## src/rtl/rbtd_pkg.sv

```systemverilog
// Shared types, constants and helper functions for the RTC BCD time decode cache.
package rbtd_pkg;

    localparam int unsigned POLL_W    = 24;
    localparam int unsigned ADDR_W    = 3;
    localparam int unsigned DATA_W    = 32;
    localparam int unsigned DAYS_W    = 17;
    localparam int unsigned TOD_W     = 17;
    localparam int unsigned YOFF_W    = 8;

    localparam logic [11:0]        YEAR_BASE        = 12'd2024;
    localparam logic [11:0]        YEAR_1900        = 12'd1900;
    localparam logic [11:0]        YEAR_2000        = 12'd2000;
    localparam logic [POLL_W-1:0]  POLL_RESET       = 24'd1000;
    // days from 1970-01-01 to 2000-03-01
    localparam logic [DAYS_W-1:0]  DAYS_TO_2000_MAR = 17'd11017;
    localparam logic [7:0]         CENTURY_K        = 8'd100;
    localparam logic [33:0]        SECS_PER_DAY     = 34'd86400;

    // register map index (paddr[2])
    typedef enum logic {
        REG_DEVICE_PRESENT = 1'b0,
        REG_POLL_INTERVAL  = 1'b1
    } reg_idx_t;

    typedef struct packed {
        logic              device_present;
        logic [POLL_W-1:0] poll_interval_ms;
    } cfg_t;

    typedef struct packed {
        logic [11:0] year;
        logic [3:0]  month;
        logic [4:0]  day;
        logic [4:0]  hour;
        logic [5:0]  minute;
        logic [5:0]  second;
    } clock_time_t;

    typedef struct packed {
        logic        ok;
        logic        from_cache;
        clock_time_t tm;
    } read_result_t;

    // packed BCD pair decoded arithmetically: hi*10 + lo, no digit check
    function automatic logic [7:0] bcd_val(input logic [7:0] b);
        logic [7:0] hi;
        hi = {4'b0, b[7:4]};
        return (hi << 3) + (hi << 1) + {4'b0, b[3:0]};
    endfunction

    // day of year at the start of each month, year starting in March
    function automatic logic [8:0] march_doy(input logic [3:0] mp);
        logic [8:0] d;
        case (mp)
            4'd0:    d = 9'd0;
            4'd1:    d = 9'd31;
            4'd2:    d = 9'd61;
            4'd3:    d = 9'd92;
            4'd4:    d = 9'd122;
            4'd5:    d = 9'd153;
            4'd6:    d = 9'd184;
            4'd7:    d = 9'd214;
            4'd8:    d = 9'd245;
            4'd9:    d = 9'd275;
            4'd10:   d = 9'd306;
            4'd11:   d = 9'd337;
            default: d = 9'd0;
        endcase
        return d;
    endfunction

endpackage

```

## src/rtl/rbtd_decode.sv

```systemverilog
// BCD register decode and range check for one clock read.
module rbtd_decode (
    input  logic [7:0]           raw_seconds,
    input  logic [7:0]           raw_minutes,
    input  logic [7:0]           raw_hours,
    input  logic [7:0]           raw_date,
    input  logic [7:0]           raw_month,
    input  logic [7:0]           raw_year,
    output rbtd_pkg::clock_time_t tm,
    output logic                 valid_time
);

    logic [7:0]  sec_v;
    logic [7:0]  min_v;
    logic [7:0]  h12_raw;
    logic [7:0]  h12;
    logic [7:0]  hour_v;
    logic [7:0]  day_v;
    logic [7:0]  mon_v;
    logic [11:0] year_v;

    always_comb
    begin
        sec_v   = rbtd_pkg::bcd_val(raw_seconds & 8'h7F);
        min_v   = rbtd_pkg::bcd_val(raw_minutes & 8'h7F);
        h12_raw = rbtd_pkg::bcd_val(raw_hours & 8'h1F);
        h12     = (h12_raw == 8'd12) ? 8'd0 : h12_raw;
        if (raw_hours[6])
        begin
            hour_v = raw_hours[5] ? h12 + 8'd12 : h12;
        end
        else
        begin
            hour_v = rbtd_pkg::bcd_val(raw_hours & 8'h3F);
        end
        day_v  = rbtd_pkg::bcd_val(raw_date & 8'h3F);
        mon_v  = rbtd_pkg::bcd_val(raw_month & 8'h7F);
        year_v = (raw_month[7] ? rbtd_pkg::YEAR_1900 : rbtd_pkg::YEAR_2000)
               + {4'b0, rbtd_pkg::bcd_val(raw_year)};

        valid_time = (year_v >= rbtd_pkg::YEAR_BASE)
                   && (mon_v >= 8'd1) && (mon_v <= 8'd12)
                   && (day_v >= 8'd1) && (day_v <= 8'd31)
                   && (hour_v <= 8'd23) && (min_v <= 8'd59) && (sec_v <= 8'd59);

        tm.year   = year_v;
        tm.month  = mon_v[3:0];
        tm.day    = day_v[4:0];
        tm.hour   = hour_v[4:0];
        tm.minute = min_v[5:0];
        tm.second = sec_v[5:0];
    end

endmodule

```

## src/rtl/rbtd_epoch.sv

```systemverilog
// Two-stage Unix epoch calculation: day count, then day count times seconds per day.
module rbtd_epoch (
    input  logic                   clk,
    input  logic                   rst_n,
    input  logic                   en,
    input  logic                   in_valid,
    input  rbtd_pkg::read_result_t in_res,
    output logic                   out_valid,
    output rbtd_pkg::read_result_t out_res,
    output logic [31:0]            out_epoch
);

    logic                                 s2_valid_reg;
    rbtd_pkg::read_result_t               s2_res_reg;
    logic [rbtd_pkg::DAYS_W-1:0]          days_reg;
    logic [rbtd_pkg::DAYS_W-1:0]          days_next;
    logic [rbtd_pkg::TOD_W-1:0]           tod_reg;
    logic [rbtd_pkg::TOD_W-1:0]           tod_next;

    logic                                 s3_valid_reg;
    rbtd_pkg::read_result_t               s3_res_reg;
    logic [31:0]                          epoch_reg;
    logic [31:0]                          epoch_next;

    logic [11:0] yp;
    logic [3:0]  mp;
    logic [11:0] k_full;
    logic [7:0]  k;

    // March-based year so the leap day falls at the end
    always_comb
    begin
        if (in_res.tm.month <= 4'd2)
        begin
            yp = in_res.tm.year - 12'd1;
            mp = in_res.tm.month + 4'd9;
        end
        else
        begin
            yp = in_res.tm.year;
            mp = in_res.tm.month - 4'd3;
        end
        k_full = yp - rbtd_pkg::YEAR_2000;
        k      = k_full[7:0];
        // 2100 is the only century year in range
        days_next = rbtd_pkg::DAYS_TO_2000_MAR
                  + {9'b0, k} * 17'd365
                  + {11'b0, k[7:2]}
                  - ((k >= rbtd_pkg::CENTURY_K) ? 17'd1 : 17'd0)
                  + {8'b0, rbtd_pkg::march_doy(mp)}
                  + {12'b0, in_res.tm.day}
                  - 17'd1;
        tod_next = {12'b0, in_res.tm.hour} * 17'd3600
                 + {11'b0, in_res.tm.minute} * 17'd60
                 + {11'b0, in_res.tm.second};
    end

    always_comb
    begin
        if (s2_res_reg.ok)
        begin
            epoch_next = 32'(34'(days_reg) * rbtd_pkg::SECS_PER_DAY) + 32'(tod_reg);
        end
        else
        begin
            epoch_next = 32'd0;
        end
    end

    always_ff @(posedge clk or negedge rst_n)
    begin
        if (!rst_n)
        begin
            s2_valid_reg <= 1'b0;
            s3_valid_reg <= 1'b0;
        end
        else if (en)
        begin
            s2_valid_reg <= in_valid;
            s3_valid_reg <= s2_valid_reg;
        end
    end

    always_ff @(posedge clk)
    begin
        if (en)
        begin
            s2_res_reg <= in_res;
            days_reg   <= days_next;
            tod_reg    <= tod_next;
            s3_res_reg <= s2_res_reg;
            epoch_reg  <= epoch_next;
        end
    end

    assign out_valid = s3_valid_reg;
    assign out_res   = s3_res_reg;
    assign out_epoch = epoch_reg;

endmodule

```

## src/rtl/rbtd_apb_regs.sv

```systemverilog
// APB configuration registers: device present flag and poll interval.
module rbtd_apb_regs (
    input  logic                          clk,
    input  logic                          rst_n,
    input  logic                          psel,
    input  logic                          penable,
    input  logic                          pwrite,
    input  logic [rbtd_pkg::ADDR_W-1:0]   paddr,
    input  logic [rbtd_pkg::DATA_W-1:0]   pwdata,
    output logic [rbtd_pkg::DATA_W-1:0]   prdata,
    output logic                          pready,
    output rbtd_pkg::cfg_t                cfg
);

    logic                          dev_reg;
    logic                          dev_next;
    logic [rbtd_pkg::POLL_W-1:0]   poll_reg;
    logic [rbtd_pkg::POLL_W-1:0]   poll_next;
    logic                          wr_en;
    rbtd_pkg::reg_idx_t            idx;

    assign pready = 1'b1;
    assign wr_en  = psel && penable && pwrite && pready;
    assign idx    = rbtd_pkg::reg_idx_t'(paddr[2]);

    always_comb
    begin
        dev_next  = dev_reg;
        poll_next = poll_reg;
        if (wr_en)
        begin
            unique case (idx)
                rbtd_pkg::REG_DEVICE_PRESENT: dev_next  = pwdata[0];
                rbtd_pkg::REG_POLL_INTERVAL:  poll_next = pwdata[rbtd_pkg::POLL_W-1:0];
                default:                      dev_next  = dev_reg;
            endcase
        end
    end

    always_comb
    begin
        unique case (idx)
            rbtd_pkg::REG_DEVICE_PRESENT: prdata = {31'b0, dev_reg};
            rbtd_pkg::REG_POLL_INTERVAL:  prdata = {8'b0, poll_reg};
            default:                      prdata = '0;
        endcase
    end

    always_ff @(posedge clk or negedge rst_n)
    begin
        if (!rst_n)
        begin
            dev_reg  <= 1'b0;
            poll_reg <= rbtd_pkg::POLL_RESET;
        end
        else
        begin
            dev_reg  <= dev_next;
            poll_reg <= poll_next;
        end
    end

    assign cfg.device_present   = dev_reg;
    assign cfg.poll_interval_ms = poll_reg;

endmodule

```

## src/rtl/rtc_bcd_time_decode_cache_unit.sv

```systemverilog
// Top level of the RTC BCD time decode cache.
//
// Each request is one read of the clock chip's six time registers plus a
// millisecond timestamp. The block decodes the BCD bytes, checks the ranges,
// decides between the fresh read and the one-entry cache, and returns one
// result per request with Unix epoch seconds. It takes a new request every
// clock cycle while out_ready is high; a request's result passes in turn
// through the input register (loaded at the edge that accepts it), the
// decode/cache decision register, the day count register and the epoch
// register. The longest path is the 17x17-bit day count times 86400 in the
// last stage. All stages advance together; when the output register is full
// and out_ready is low, in_ready drops. The cache decision and the cache
// update happen in the same stage, so a request always sees the cache as left
// by every request accepted before it. Cached time fields have no reset and
// are only read once a good read has set the cache valid flag. pready is tied
// high. The user writes configuration (device_present at byte address 0,
// poll_interval_ms at 4) over APB only while the block is idle; not enforced.
module rtc_bcd_time_decode_cache_unit (
    input  logic                          clk,
    input  logic                          rst_n,
    // configuration
    input  logic                          psel,
    input  logic                          penable,
    input  logic                          pwrite,
    input  logic [rbtd_pkg::ADDR_W-1:0]   paddr,
    input  logic [rbtd_pkg::DATA_W-1:0]   pwdata,
    output logic [rbtd_pkg::DATA_W-1:0]   prdata,
    output logic                          pready,
    // request
    input  logic                          in_valid,
    output logic                          in_ready,
    input  logic [31:0]                   now_ms,
    input  logic                          force_refresh,
    input  logic                          bus_ok,
    input  logic [7:0]                    raw_seconds,
    input  logic [7:0]                    raw_minutes,
    input  logic [7:0]                    raw_hours,
    input  logic [7:0]                    raw_date,
    input  logic [7:0]                    raw_month,
    input  logic [7:0]                    raw_year,
    // result
    output logic                          out_valid,
    input  logic                          out_ready,
    output logic                          read_ok,
    output logic                          from_cache,
    output logic [5:0]                    second,
    output logic [5:0]                    minute,
    output logic [4:0]                    hour,
    output logic [4:0]                    day,
    output logic [3:0]                    month,
    output logic [11:0]                   year,
    output logic [31:0]                   epoch_seconds
);

    rbtd_pkg::cfg_t cfg;

    // pipeline advance: everything moves when the output slot is free or drains
    logic adv;

    // input register
    logic        s0_valid_reg;
    logic [31:0] s0_now_reg;
    logic        s0_force_reg;
    logic        s0_bus_reg;
    logic [7:0]  s0_sec_reg;
    logic [7:0]  s0_min_reg;
    logic [7:0]  s0_hour_reg;
    logic [7:0]  s0_date_reg;
    logic [7:0]  s0_month_reg;
    logic [7:0]  s0_year_reg;

    // decision result register
    logic                   s1_valid_reg;
    rbtd_pkg::read_result_t s1_res_reg;
    rbtd_pkg::read_result_t s1_res_next;

    // one-entry cache
    logic                               cache_valid_reg;
    logic                               cache_valid_next;
    logic [31:0]                        last_poll_reg;
    logic [31:0]                        last_poll_next;
    logic [5:0]                         c_sec_reg;
    logic [5:0]                         c_min_reg;
    logic [4:0]                         c_hour_reg;
    logic [4:0]                         c_day_reg;
    logic [3:0]                         c_month_reg;
    logic [rbtd_pkg::YOFF_W-1:0]        c_yoff_reg;
    logic                               cache_wr;

    rbtd_pkg::clock_time_t dec_tm;
    logic                  dec_good;
    rbtd_pkg::clock_time_t cache_tm;
    logic [31:0]           elapsed;
    logic                  in_window;
    logic [11:0]           yoff_full;

    logic                   ep_valid;
    rbtd_pkg::read_result_t ep_res;

    rbtd_apb_regs u_regs (
        .clk     (clk),
        .rst_n   (rst_n),
        .psel    (psel),
        .penable (penable),
        .pwrite  (pwrite),
        .paddr   (paddr),
        .pwdata  (pwdata),
        .prdata  (prdata),
        .pready  (pready),
        .cfg     (cfg)
    );

    assign adv      = !out_valid || out_ready;
    assign in_ready = adv;

    always_ff @(posedge clk or negedge rst_n)
    begin
        if (!rst_n)
        begin
            s0_valid_reg <= 1'b0;
            s1_valid_reg <= 1'b0;
        end
        else if (adv)
        begin
            s0_valid_reg <= in_valid;
            s1_valid_reg <= s0_valid_reg;
        end
    end

    always_ff @(posedge clk)
    begin
        if (adv)
        begin
            s0_now_reg   <= now_ms;
            s0_force_reg <= force_refresh;
            s0_bus_reg   <= bus_ok;
            s0_sec_reg   <= raw_seconds;
            s0_min_reg   <= raw_minutes;
            s0_hour_reg  <= raw_hours;
            s0_date_reg  <= raw_date;
            s0_month_reg <= raw_month;
            s0_year_reg  <= raw_year;
            s1_res_reg   <= s1_res_next;
        end
    end

    rbtd_decode u_decode (
        .raw_seconds (s0_sec_reg),
        .raw_minutes (s0_min_reg),
        .raw_hours   (s0_hour_reg),
        .raw_date    (s0_date_reg),
        .raw_month   (s0_month_reg),
        .raw_year    (s0_year_reg),
        .tm          (dec_tm),
        .valid_time  (dec_good)
    );

    // cached time as delivered; year is kept as an offset from 2024
    always_comb
    begin
        cache_tm.year   = rbtd_pkg::YEAR_BASE + {4'b0, c_yoff_reg};
        cache_tm.month  = c_month_reg;
        cache_tm.day    = c_day_reg;
        cache_tm.hour   = c_hour_reg;
        cache_tm.minute = c_min_reg;
        cache_tm.second = c_sec_reg;
    end

    // poll window: timestamp difference wraps, zero last-poll means never polled
    assign elapsed   = s0_now_reg - last_poll_reg;
    assign in_window = !s0_force_reg && (last_poll_reg != 32'd0)
                     && (elapsed < {8'b0, cfg.poll_interval_ms}) && cache_valid_reg;

    always_comb
    begin
        s1_res_next = '0;
        cache_wr    = 1'b0;
        if (!cfg.device_present)
        begin
            s1_res_next = '0;
        end
        else if (in_window || !s0_bus_reg || !dec_good)
        begin
            // fall back to the cache, or fail if it was never filled
            if (cache_valid_reg)
            begin
                s1_res_next.ok         = 1'b1;
                s1_res_next.from_cache = 1'b1;
                s1_res_next.tm         = cache_tm;
            end
        end
        else
        begin
            s1_res_next.ok         = 1'b1;
            s1_res_next.from_cache = 1'b0;
            s1_res_next.tm         = dec_tm;
            cache_wr               = 1'b1;
        end
    end

    assign yoff_full = dec_tm.year - rbtd_pkg::YEAR_BASE;

    always_comb
    begin
        cache_valid_next = cache_valid_reg;
        last_poll_next   = last_poll_reg;
        if (adv && s0_valid_reg && cache_wr)
        begin
            cache_valid_next = 1'b1;
            last_poll_next   = s0_now_reg;
        end
    end

    always_ff @(posedge clk or negedge rst_n)
    begin
        if (!rst_n)
        begin
            cache_valid_reg <= 1'b0;
            last_poll_reg   <= 32'd0;
        end
        else
        begin
            cache_valid_reg <= cache_valid_next;
            last_poll_reg   <= last_poll_next;
        end
    end

    always_ff @(posedge clk)
    begin
        if (adv && s0_valid_reg && cache_wr)
        begin
            c_sec_reg   <= dec_tm.second;
            c_min_reg   <= dec_tm.minute;
            c_hour_reg  <= dec_tm.hour;
            c_day_reg   <= dec_tm.day;
            c_month_reg <= dec_tm.month;
            c_yoff_reg  <= yoff_full[rbtd_pkg::YOFF_W-1:0];
        end
    end

    rbtd_epoch u_epoch (
        .clk       (clk),
        .rst_n     (rst_n),
        .en        (adv),
        .in_valid  (s1_valid_reg),
        .in_res    (s1_res_reg),
        .out_valid (ep_valid),
        .out_res   (ep_res),
        .out_epoch (epoch_seconds)
    );

    assign out_valid  = ep_valid;
    assign read_ok    = ep_res.ok;
    assign from_cache = ep_res.from_cache;
    assign second     = ep_res.tm.second;
    assign minute     = ep_res.tm.minute;
    assign hour       = ep_res.tm.hour;
    assign day        = ep_res.tm.day;
    assign month      = ep_res.tm.month;
    assign year       = ep_res.tm.year;

endmodule

```

## config.mk

```make
export PLATFORM = sky130hd
export DESIGN_NAME = rtc_bcd_time_decode_cache_unit
export DESIGN_NICKNAME = d
export VERILOG_FILES = /design/src/rtl/rbtd_pkg.sv /design/src/rtl/rbtd_decode.sv /design/src/rtl/rbtd_epoch.sv /design/src/rtl/rbtd_apb_regs.sv /design/src/rtl/rtc_bcd_time_decode_cache_unit.sv
export SDC_FILE = /design/constraint.sdc
export NUM_CORES = 1
export LEC_CHECK = 0
export BUFFER_PORTS_ARGS = -buffer_cell sky130_fd_sc_hd__buf_4
export CAP_MARGIN = 20
export CORE_AREA = 2 2 205 308
export CTS_CLUSTER_DIAMETER = 100
export DETAILED_ROUTE_END_ITERATION = 7
export DIE_AREA = 0 0 207 310
export SYNTH_ARGS = -nofsm -noshare
export SYNTH_HDL_FRONTEND = slang
export SYNTH_SLANG_ARGS = --single-unit
```

## constraint.sdc

```tcl
create_clock -name clk -period 24.5 [get_ports clk]
set_clock_uncertainty 0.05 [all_clocks]
set_input_delay 6.125 -clock clk [delete_from_list [all_inputs] [get_ports clk]]
set_output_delay 6.125 -clock clk [all_outputs]
set_load 0.01 [all_outputs]
```

---- Yosys cells after proc, flatten, opt, wreduce, memory -nomap -nowiden ----
Memories as Yosys holds them, arrays and structs flattened.
Cells that the tools add are included.
word-level totals
  output and inout bits ................... 107
  word-level logic and storage cells ...... 137
  register bits after elaboration ......... 359
  bits in read-only memories .............. 144
  bits of input ports ..................... 124
  memories kept ........................... 1
cells by class
  multiply operators ...................... 4
  $add $sub $neg .......................... 32
  muxes and demuxes ....................... 12
  $lt $le $gt $ge ......................... 11
  bitwise operators ....................... 1
  reduce and logical (&&, ||, !) cells .... 25
  eq/ne operators ......................... 1
memory list
  name             depth  bits a word  rd ports  clocked after Yosys merged registers in  wr ports  RTL line        RTL
  (no name shown)  16     9            1         0                                        0         rbtd_pkg.sv:56  case (mp)
operators by type and width
  operator                  number
  $mux W40                  2
  $pmux W32 S2              1
  $mux W8                   5
  $add A6 B4 Y7             5
  $add A17 B6 Y17           2
  $add A32 B17 Y32          1
  $lt A32 B24 Y1            1
  $reduce_bool A32 Y1       1
  $sub A32 B32 Y32          1
  $mul A17 B10 Y25 const B  1
  $add A14 B17 Y17 const A  1
  $add A17 B12 Y17          1
  $add A17 B5 Y17           1
  $add A17 B9 Y17           1
  $mul A8 B9 Y17 const B    1
  $sub A17 B1 Y17 const B   1
  $sub A17 B17 Y17          1
  $add A7 B4 Y8             2
  $add A8 B4 Y8             2
  $ge A8 B1 Y1 const B      2
  $le A8 B5 Y1 const B      2
  $le A8 B6 Y1 const B      2
  $sub A8 B8 Y8 const B     2
  $logic_and A1 B1 Y1       14
  other kinds (23)          33

---- Logic depth before layout (Yosys ltp) ----
Gate-level depths: netlist of the first run.
  depth after elaboration ................. 16
  mapped depth ............................ 34
  gate-level depth less buffers ........... 32

---- Cells and area by module ----
From an unflattened synthesis of the first run, not the netlist that was laid out.
second synthesis, totals
  cells, all modules ...................... 2154
  area total of the unflattened synthesis .. 25174.1 um^2
by module, submodules not included
  module                          cells an instance  area each (um^2)  instances  sequential area each (um^2)
  rbtd_epoch                      1164               12962.4           1          4374.2
  rtc_bcd_time_decode_cache_unit  718                9425.3            1          5560.3
  rbtd_decode                     180                1498.9            1          0.0
  rbtd_apb_regs                   92                 1287.5            1          633.1

---- Worst setup path after synthesis of the first run ----
OpenSTA, ideal clock, no wires.
  kind .................................... input port to output port
  from .................................... input out_ready
  to ...................................... output in_ready
  data required time ...................... 18.325 ns
  slack ................................... 4.836 ns
  stages .................................. 2
  buffers on the path ..................... 1
  data arrival time ....................... 13.489 ns
  cells stage by stage .................... nand2b_1 > clkbuf_1
on the way
  word-level cells in the longest chain between the ends .. 1
ends and longest elaborated chain
  what                RTL line                               RTL
  from (decl)         rtc_bcd_time_decode_cache_unit.sv:43   input logic out_ready,
  $logic_or A1 B1 Y1  rtc_bcd_time_decode_cache_unit.sv:113  assign adv = !out_valid || out_ready;
  to (decl)           rtc_bcd_time_decode_cache_unit.sv:31   output logic in_ready,
Every way passes these cells.

---- Final worst setup path of the first run ----
  from .................................... input paddr[2] (netlist bit)
  to ...................................... output prdata[0] (netlist bit)
on the way
  word-level cells in the longest chain between the ends .. 2
ends and longest elaborated chain
  what              RTL line                              RTL
  from (decl)       rtc_bcd_time_decode_cache_unit.sv:25  input logic [rbtd_pkg::ADDR_W-1:0] paddr,
  $not A1 Y1        rbtd_apb_regs.sv:42                   unique case (idx)
  $pmux W32 S2 (*)  rbtd_apb_regs.sv:42
  to (decl)         rtc_bcd_time_decode_cache_unit.sv:27  output logic [rbtd_pkg::DATA_W-1:0] prdata,
Mark *: on every way between the ends. The rest lies on a longest branch, timed or not. The select of a mux whose other input is x is not followed.

==> results of run 1 <==
## routing by layer
metal / vias to the layer above / wire, µm
met1: 7636 / 20000
li1: 7847 / -
met5: - / 0
met4: 0 / 2170
met3: 108 / 2160
met2: 321 / 28500
## worst paths after layout
check | to | slack [ns] | cells after the start
hold reg to reg | u_epoch.out_res[33] | 0.36 | 0
min in group asynchronous | u_regs.poll_reg[4] | 5.61 | 1
hold / removal | u_epoch.out_res[33] | 0.36 | 0
setup reg to reg | u_epoch.days_reg[15] | 16.02 | 31
max in group asynchronous | last_poll_reg[26] | 18.26 | 1
setup / recovery | prdata[0] | 11.49 | 3
## layout make-up
cell class	instances	area, µm²	share of cell area (%)
Clock buffer	43	1020	3.63
Sequential cell	357	10400	37.0
Multi-Input combinational cell	1395	12500	44.3
Inverter	342	1280	4.56
Timing Repair Buffer	218	1660	5.91
Tap cell	798	998	3.55
Clock inverter	25	275	0.979
## cells in the final DEF, fill, tap and decap left out, drive strengths merged, types with 15 or more instances in the layout
master | Yosys | layout
inv | 342 | 346
ha | 300 | 300
edfxtp | 295 | 295
buf | 21 | 218
nand2 | 116 | 116
fa | 108 | 108
a21oi | 98 | 98
xnor2 | 95 | 95
nor2 | 71 | 71
and2 | 65 | 65
dfrtp | 56 | 56
a21o | 51 | 51
o21ai | 49 | 49
clkbuf | 26 | 43
mux2i | 37 | 37
xor2 | 36 | 36
a22o | 34 | 34
mux2 | 30 | 30
nor3 | 24 | 24
nand3 | 23 | 23
nand2b | 22 | 22
nor4 | 19 | 19
nor2b | 18 | 18
and3 | 16 | 16
nand4 | 15 | 15
## cells by family (layout without fill, tap and decap cells)
family | Yosys count | count (layout) | synth area share, %
simple gates | 424 | 424 | 9.03
fa+ha+maj | 408 | 408 | 24.3
buf+inv | 389 | 628 | 6.32
flops | 357 | 357 | 42.7
compound gates | 356 | 356 | 10.0
xor+xnor | 131 | 131 | 4.70
mux | 67 | 67 | 2.92
other cells | 2 | 9 | 0.0308
## through the flow
stage | cells | instance area (µm²) | hold slack (ns)
final | 3178 | 28100 | 0.363
after global routing | 3178 | 28100 | 0.379
after CTS | 3177 | 28100 | 0.365
after detailed placement | 3109 | 26800 | 0.356
after global placement | 3109 | 26800 | 0.357
after floorplan | 2141 | 24400 | 0.350
==> impl_metrics.ini, run 1 <==
[critical_path]
cp_cell_sequence = buf_4 > mux2_2 > buf_4
required_ns = 18.33
cpMostUsedCell = buf_4
cp.arrival_ns = 6.84
path_class = in -> out
cp_slowest_stage_delay_ns = 0.36
crit_path_end_kind = primary output
path_buf_inv = 2
regToRegStartpoint = s1_res_reg[22]
crit_fanout = 26
cp-startpoint = paddr[2]
slowest_stage = mux2_2
crit_family = multiplexers
startpoint_type = input pin

[clock_tree]
cts_tree = done
hold_buffers = 0
clock_latency_ns = 0.55
clock-sinks = 357
cts_resized = 0
root_buffer = clkbuf_16
path_clk_slew_ns = 0.06
cts_made_buffers = 39
clk_path_buf_depth = 3
cts_max_level = 2
postCtsSetupRepairBufs = 0

[layout]
drive_gt1_share_pct = 14.8
areaGrowthSynthToFinish_pct = 15.3
fill_cells = 5733
final_core_utilization_pct = 45.6
diodes = 0
nNetsFinal = 2885

[route]
viasPerCell = 5.01
remaining_drc_errors = 0
drtIter0Drc = 558
wirelength_um = 52800
firstDrtPassIters = 6
ant_nets = 0
vias = 15900
wl_per_cell_um = 16.6

[synthesis]
syn_inst = 2134
synth.most_common_cell = inv_1
syn_area_um2 = 24400
ys_seq_area_share_pct = 42.7
synth_warnings = 0
synthTopCellsByCount = inv_1 (342), ha_1 (300), edfxtp_1 (295)
synth.area.top_cells = edfxtp_1 (36%), ha_1 (15%), fa_1 (8.9%)
yosys_most_used_dff = edfxtp_1
netlist.area_leader.share_pct = 36.3
syn_avg_cell_area_um2 = 11.4
synth.largest_area_cell = edfxtp_1
synthArstFlopShare_pct = 17.4
synth-edff-count = 295
yosysUniqueCellTypes = 84
ys_seq_elements = 357

[timing]
fin_crit_sh_pct = 53.1
worstMarginPinSlew_ns = 0.965
finalMaxSlewViolations = 0
fin_setup_tns_ns = 0
rsz0062_at_grt = no
finalHoldViolCount = 0
maxSlewHeadroom_pct = 35.5
timing.final.crit_period_ns = 13.01
max_freq_mhz = 76.8
setup_slack_ns = 11.49
finalSetupViolCount = 0

[placed_design]
io_buffers = 206
dp_slack_ns = 11.47
place_hpwl_um = 41900
place_congestion = 0.866

[global_routing]
antenna_found_initial = 0
grt_util_met1_pct = 17.7
use_met2_pct = 32.6
top_usage_layer = met2
grt_pass1_wl_um = 86100
grt_pass1_vias = 16900
grt_max_degree = 134
grt_util_all_layers_pct = 16.7
met3_usage_pct = 2.69
gr-total-overflow = 0

[floorplanning]
core_um2 = 61700
io-pin-count = 231
die_h_um = 310
initial_core_util_pct = 39.6
dieArea_um2 = 64200
std_cell_rows = 112
fp.dieW_um = 207

[min_path]
min_from = u_epoch.s2_res_reg[33]
hold_class = reg -> reg

[outcome]
status = finished clean

[run]
cap_violations = 0
Power of run 1 is not shown: default switching activity piles up to over one toggle a cycle in this logic, so the estimate is an artifact.
==> run 2, diff against run 1 <==
==> constraint.sdc (replaced) <==
create_clock -name clk -period 11.05 [get_ports clk]
set_clock_uncertainty 0.05 [all_clocks]
set_input_delay 2.7625 -clock clk [delete_from_list [all_inputs] [get_ports clk]]
set_output_delay 2.7625 -clock clk [all_outputs]
set_load 0.01 [all_outputs]
==> impl_metrics.ini, run 2 (synthesis results as in run 1) <==
[global_routing]
gr-total-overflow = 0
grt_pass1_vias = 16900
grt_pass1_wl_um = 85400
antenna_found_initial = 0
grt_max_degree = 190
grt_util_all_layers_pct = 16.6

[layout]
multi_input_area_um2 = 12500
fill_cells = 5743
layout_common_cells = inv_1 (342), ha_1 (300), edfxtp_1 (295)
diodes = 0
areaGrowthSynthToFinish_pct = 15.4
seq_area_um2 = 10400
final_common_cell = inv_1
drive_gt1_share_pct = 14.7
nNetsFinal = 2886

[floorplanning]
fp.dieW_um = 207
initial_core_util_pct = 39.6
dieArea_um2 = 64200
std_cell_rows = 112
core_um2 = 61700
io-pin-count = 231
die_h_um = 310

[clock_tree]
cts_made_buffers = 39
hold_buffers = 0
postCtsSetupRepairBufs = 0
clock_latency_ns = 0.56
cts_resized = 0
root_buffer = clkbuf_16
clk_path_buf_depth = 3
cts_max_level = 2
path_clk_slew_ns = 0.07
cts_tree = done
clock-sinks = 357

[critical_path]
path_class = reg -> reg
crit_fanout = 9
required_ns = 11.30
slowest_stage = xor2_1
ff2ff_path_depth = 31
crit_path_end_kind = register
cp_slowest_stage_delay_ns = 0.76
cpMostUsedCell = inv_1
cp.arrival_ns = 8.66
startpoint_type = register

[timing]
max_freq_mhz = 119
maxSlewHeadroom_pct = 29.6
finalSetupViolCount = 0
timing.final.crit_period_ns = 8.41
fin_crit_sh_pct = 76.1
fin_setup_tns_ns = 0
rsz0062_at_grt = no
finalMaxSlewViolations = 0
worstMarginPinSlew_ns = 1.06
finalHoldViolCount = 0

[placed_design]
io_buffers = 206
place_hpwl_um = 41700
place_congestion = 0.890

[route]
ant_nets = 0
wirelength_um = 52700
remaining_drc_errors = 0
viasPerCell = 5.00
drtIter0Drc = 646
vias = 15900
firstDrtPassIters = 5
wl_per_cell_um = 16.5

[min_path]
whs_path_depth = 0
hold_class = reg -> reg

[outcome]
status = finished clean

[run]
cap_violations = 0
## run 2: area by class of cell
cell class | count | share of cell area [%]
clock buffer | 47 | 3.72
clock inverter | 25 | 0.956
inverter | 342 | 4.56
multi-input combinational | 1395 | 44.3
sequential | 357 | 37.0
tap | 798 | 3.55
timing repair buffer | 219 | 5.92
## run 2: final timing paths
kind,endpoint,slack [ns],from
setup / recovery,u_epoch.days_reg[15],2.64,s1_res_reg[22]
hold / removal,u_epoch.out_res[33],0.37,u_epoch.s2_res_reg[33]
setup reg to reg,u_epoch.days_reg[15],2.64,s1_res_reg[22]
hold reg to reg,u_epoch.out_res[33],0.37,u_epoch.s2_res_reg[33]
max in group asynchronous,last_poll_reg[25],8.18,rst_n
min in group asynchronous,u_regs.poll_reg[13],2.25,rst_n
## run 2: through the flow
| step | instances | setup WS [ns] | cell area [µm²] | utilization [%] | hold slack [ns] |
|---|---|---|---|---|---|
| after detailed placement | 3109 | 2.60 | 26800 | 43.5 | 0.355 |
| after CTS | 3181 | 2.58 | 28100 | 45.6 | 0.361 |
| after global routing | 3183 | 1.96 | 28100 | 45.7 | 0.366 |
| final | 3183 | 2.64 | 28100 | 45.7 | 0.366 |
| after global placement | 3109 | 2.71 | 26800 | 43.5 | 0.358 |
| after floorplan | 2141 | 2.03 | 24400 | - | 0.350 |
## run 2: per-layer routing
metal	wire [µm]	track usage, %	share of wire, %
met4	2110	6.66	4.0
met2	28400	32.7	54
met3	2160	2.64	4.1
met1	20000	17.4	38
met5	0	0	0
## run 2: worst max-delay path: cells and delay by family, from the launching register on
family / cells / cell delay [ns]
buffers and inverters: 6 / 0.69
adders and majority gates: 7 / 2.34
DFF: 1 / 0.49
AOI/OAI and AO/OA: 11 / 2.20
xor gates and xnor gates: 2 / 0.88
and+or+nand+nor: 5 / 1.51
Power of run 2 is left out for the same reason.
==> run 3, diff against run 2 <==
==> constraint.sdc (replaced) <==
create_clock -name clk -period 8.3 [get_ports clk]
set_clock_uncertainty 0.05 [all_clocks]
set_input_delay 2.075 -clock clk [delete_from_list [all_inputs] [get_ports clk]]
set_output_delay 2.075 -clock clk [all_outputs]
set_load 0.01 [all_outputs]
==> impl_metrics.ini, run 3 (synthesis results as in run 1) <==
[clock_tree]
postCtsSetupRepairBufs = 0
cts_resized = 0
cts_tree = done
clock-sinks = 357
clock_latency_ns = 0.56
cts_made_buffers = 39
root_buffer = clkbuf_16
hold_buffers = 0
cts_max_level = 2
path_clk_slew_ns = 0.06
clk_path_buf_depth = 3

[critical_path]
cpMostUsedCell = inv_1
cp.arrival_ns = 8.00
required_ns = 8.54
cp-startpoint = s1_res_reg[22]
startpoint_type = register
crit_fanout = 7
path_class = reg -> reg
regToRegStartpoint = s1_res_reg[22]
cp_slowest_stage_delay_ns = 0.57
slowest_stage = or4_1
crit_path_end_kind = register

[timing]
timing.final.crit_period_ns = 7.75
worstMarginPinSlew_ns = 0.889
rsz0062_at_grt = no
maxSlewHeadroom_pct = 40.7
finalMaxSlewViolations = 0
finalSetupViolCount = 0
max_freq_mhz = 129
fin_hold_ws_ns = 0.355
fin_setup_tns_ns = 0
finalHoldViolCount = 0
fin_crit_sh_pct = 93.4

[route]
remaining_drc_errors = 0
drtIter0Drc = 510
vias = 15900
viasPerCell = 4.98
wirelength_um = 52900
wl_per_cell_um = 16.6
ant_nets = 0
firstDrtPassIters = 4

[floorplanning]
core_um2 = 61700
initial_core_util_pct = 39.6
std_cell_rows = 112
io-pin-count = 231
fp.dieW_um = 207
die_h_um = 310
dieArea_um2 = 64200

[global_routing]
use_met2_pct = 33.3
grt_pass1_wl_um = 86000
grt_pass1_vias = 17000
grt_util_all_layers_pct = 16.7
grt_util_met1_pct = 17.2
gr-total-overflow = 0
top_usage_layer = met2
met3_usage_pct = 2.73
antenna_found_initial = 2
grt_max_degree = 131

[layout]
final_common_cell = inv_1
final_core_utilization_pct = 45.6
fill_cells = 5739
layout_common_cells = inv_1 (342), ha_1 (300), edfxtp_1 (295)
design_area_um2 = 28100
drive_gt1_share_pct = 14.7
areaGrowthSynthToFinish_pct = 15.2
nNetsFinal = 2891

[placed_design]
place_area_um2 = 26900
place_hpwl_um = 42400
io_buffers = 206
place_congestion = 0.871

[min_path]
hold_class = reg -> reg
min_from = s1_res_reg[37]

[run]
cap_violations = 0

[outcome]
status = finished clean
==> run 3: cell types whose count changed in the layout (fill, tap and decap cells not counted), sizes merged <==
| cell | previous run | this run |
|---|---|---|
| inv | 346 | 347 |
| buf | 218 | 224 |
| clkinv | 12 | 11 |
| clkbuf | 48 | 50 |
| clkinvlp | 5 | 1 |
| bufinv | 4 | 3 |
| diode | 0 | 2 |
==> run 3: stage by stage <==
stage          setup slack, ns  std cells
2_1_floorplan            0.652       2141
3_3_place_gp             0.560       3115
3_5_place_dp             0.547       3116
4_1_cts                  0.490       3186
5_1_grt                 0.0416       3188
6_report                 0.549       3188
==> run 3: layout make-up <==
| cell class | count | area (µm²) | share of cell area [%] |
|---|---|---|---|
| multi-input cells | 1395 | 12500 | 44.3 |
| flip-flops and latches | 357 | 10400 | 37.1 |
| repair buffers | 224 | 1690 | 6.01 |
| inverters | 342 | 1280 | 4.57 |
| clock buffers | 50 | 1040 | 3.69 |
| well taps | 798 | 998 | 3.55 |
| clock inverters | 20 | 211 | 0.752 |
| diodes | 2 | 5.00 | 0.0178 |
==> run 3: metal layers <==
metal	vias to the layer above	routed length [µm]
met5	-	0
met4	0	1740
met3	89	2080
met2	308	29000
met1	7600	20100
li1	7868	-
==> run 3: critical path: cells and delay by family (launching register included) <==
kind,cells,cell delay (ns)
adder cells (fa/ha/maj),8,2.48
AO/OA/AOI/OAI,9,1.91
AND/OR/NAND/NOR,4,1.30
XOR/XNOR,4,0.71
buffers and inverters,6,0.55
flip-flops,1,0.48
==> run 3: worst paths after layout <==
check | endpoint | slack [ns] | depth (start not counted)
min | u_epoch.s2_res_reg[37] | 0.36 | 0
min reg2reg | u_epoch.s2_res_reg[37] | 0.36 | 0
max in group asynchronous | last_poll_reg[3] | 6.10 | 1
max reg2reg | u_epoch.days_reg[15] | 0.55 | 31
max | u_epoch.days_reg[15] | 0.55 | 31
min in group asynchronous | u_regs.poll_reg[14] | 1.57 | 1
Power of run 3 is left out for the same reason.
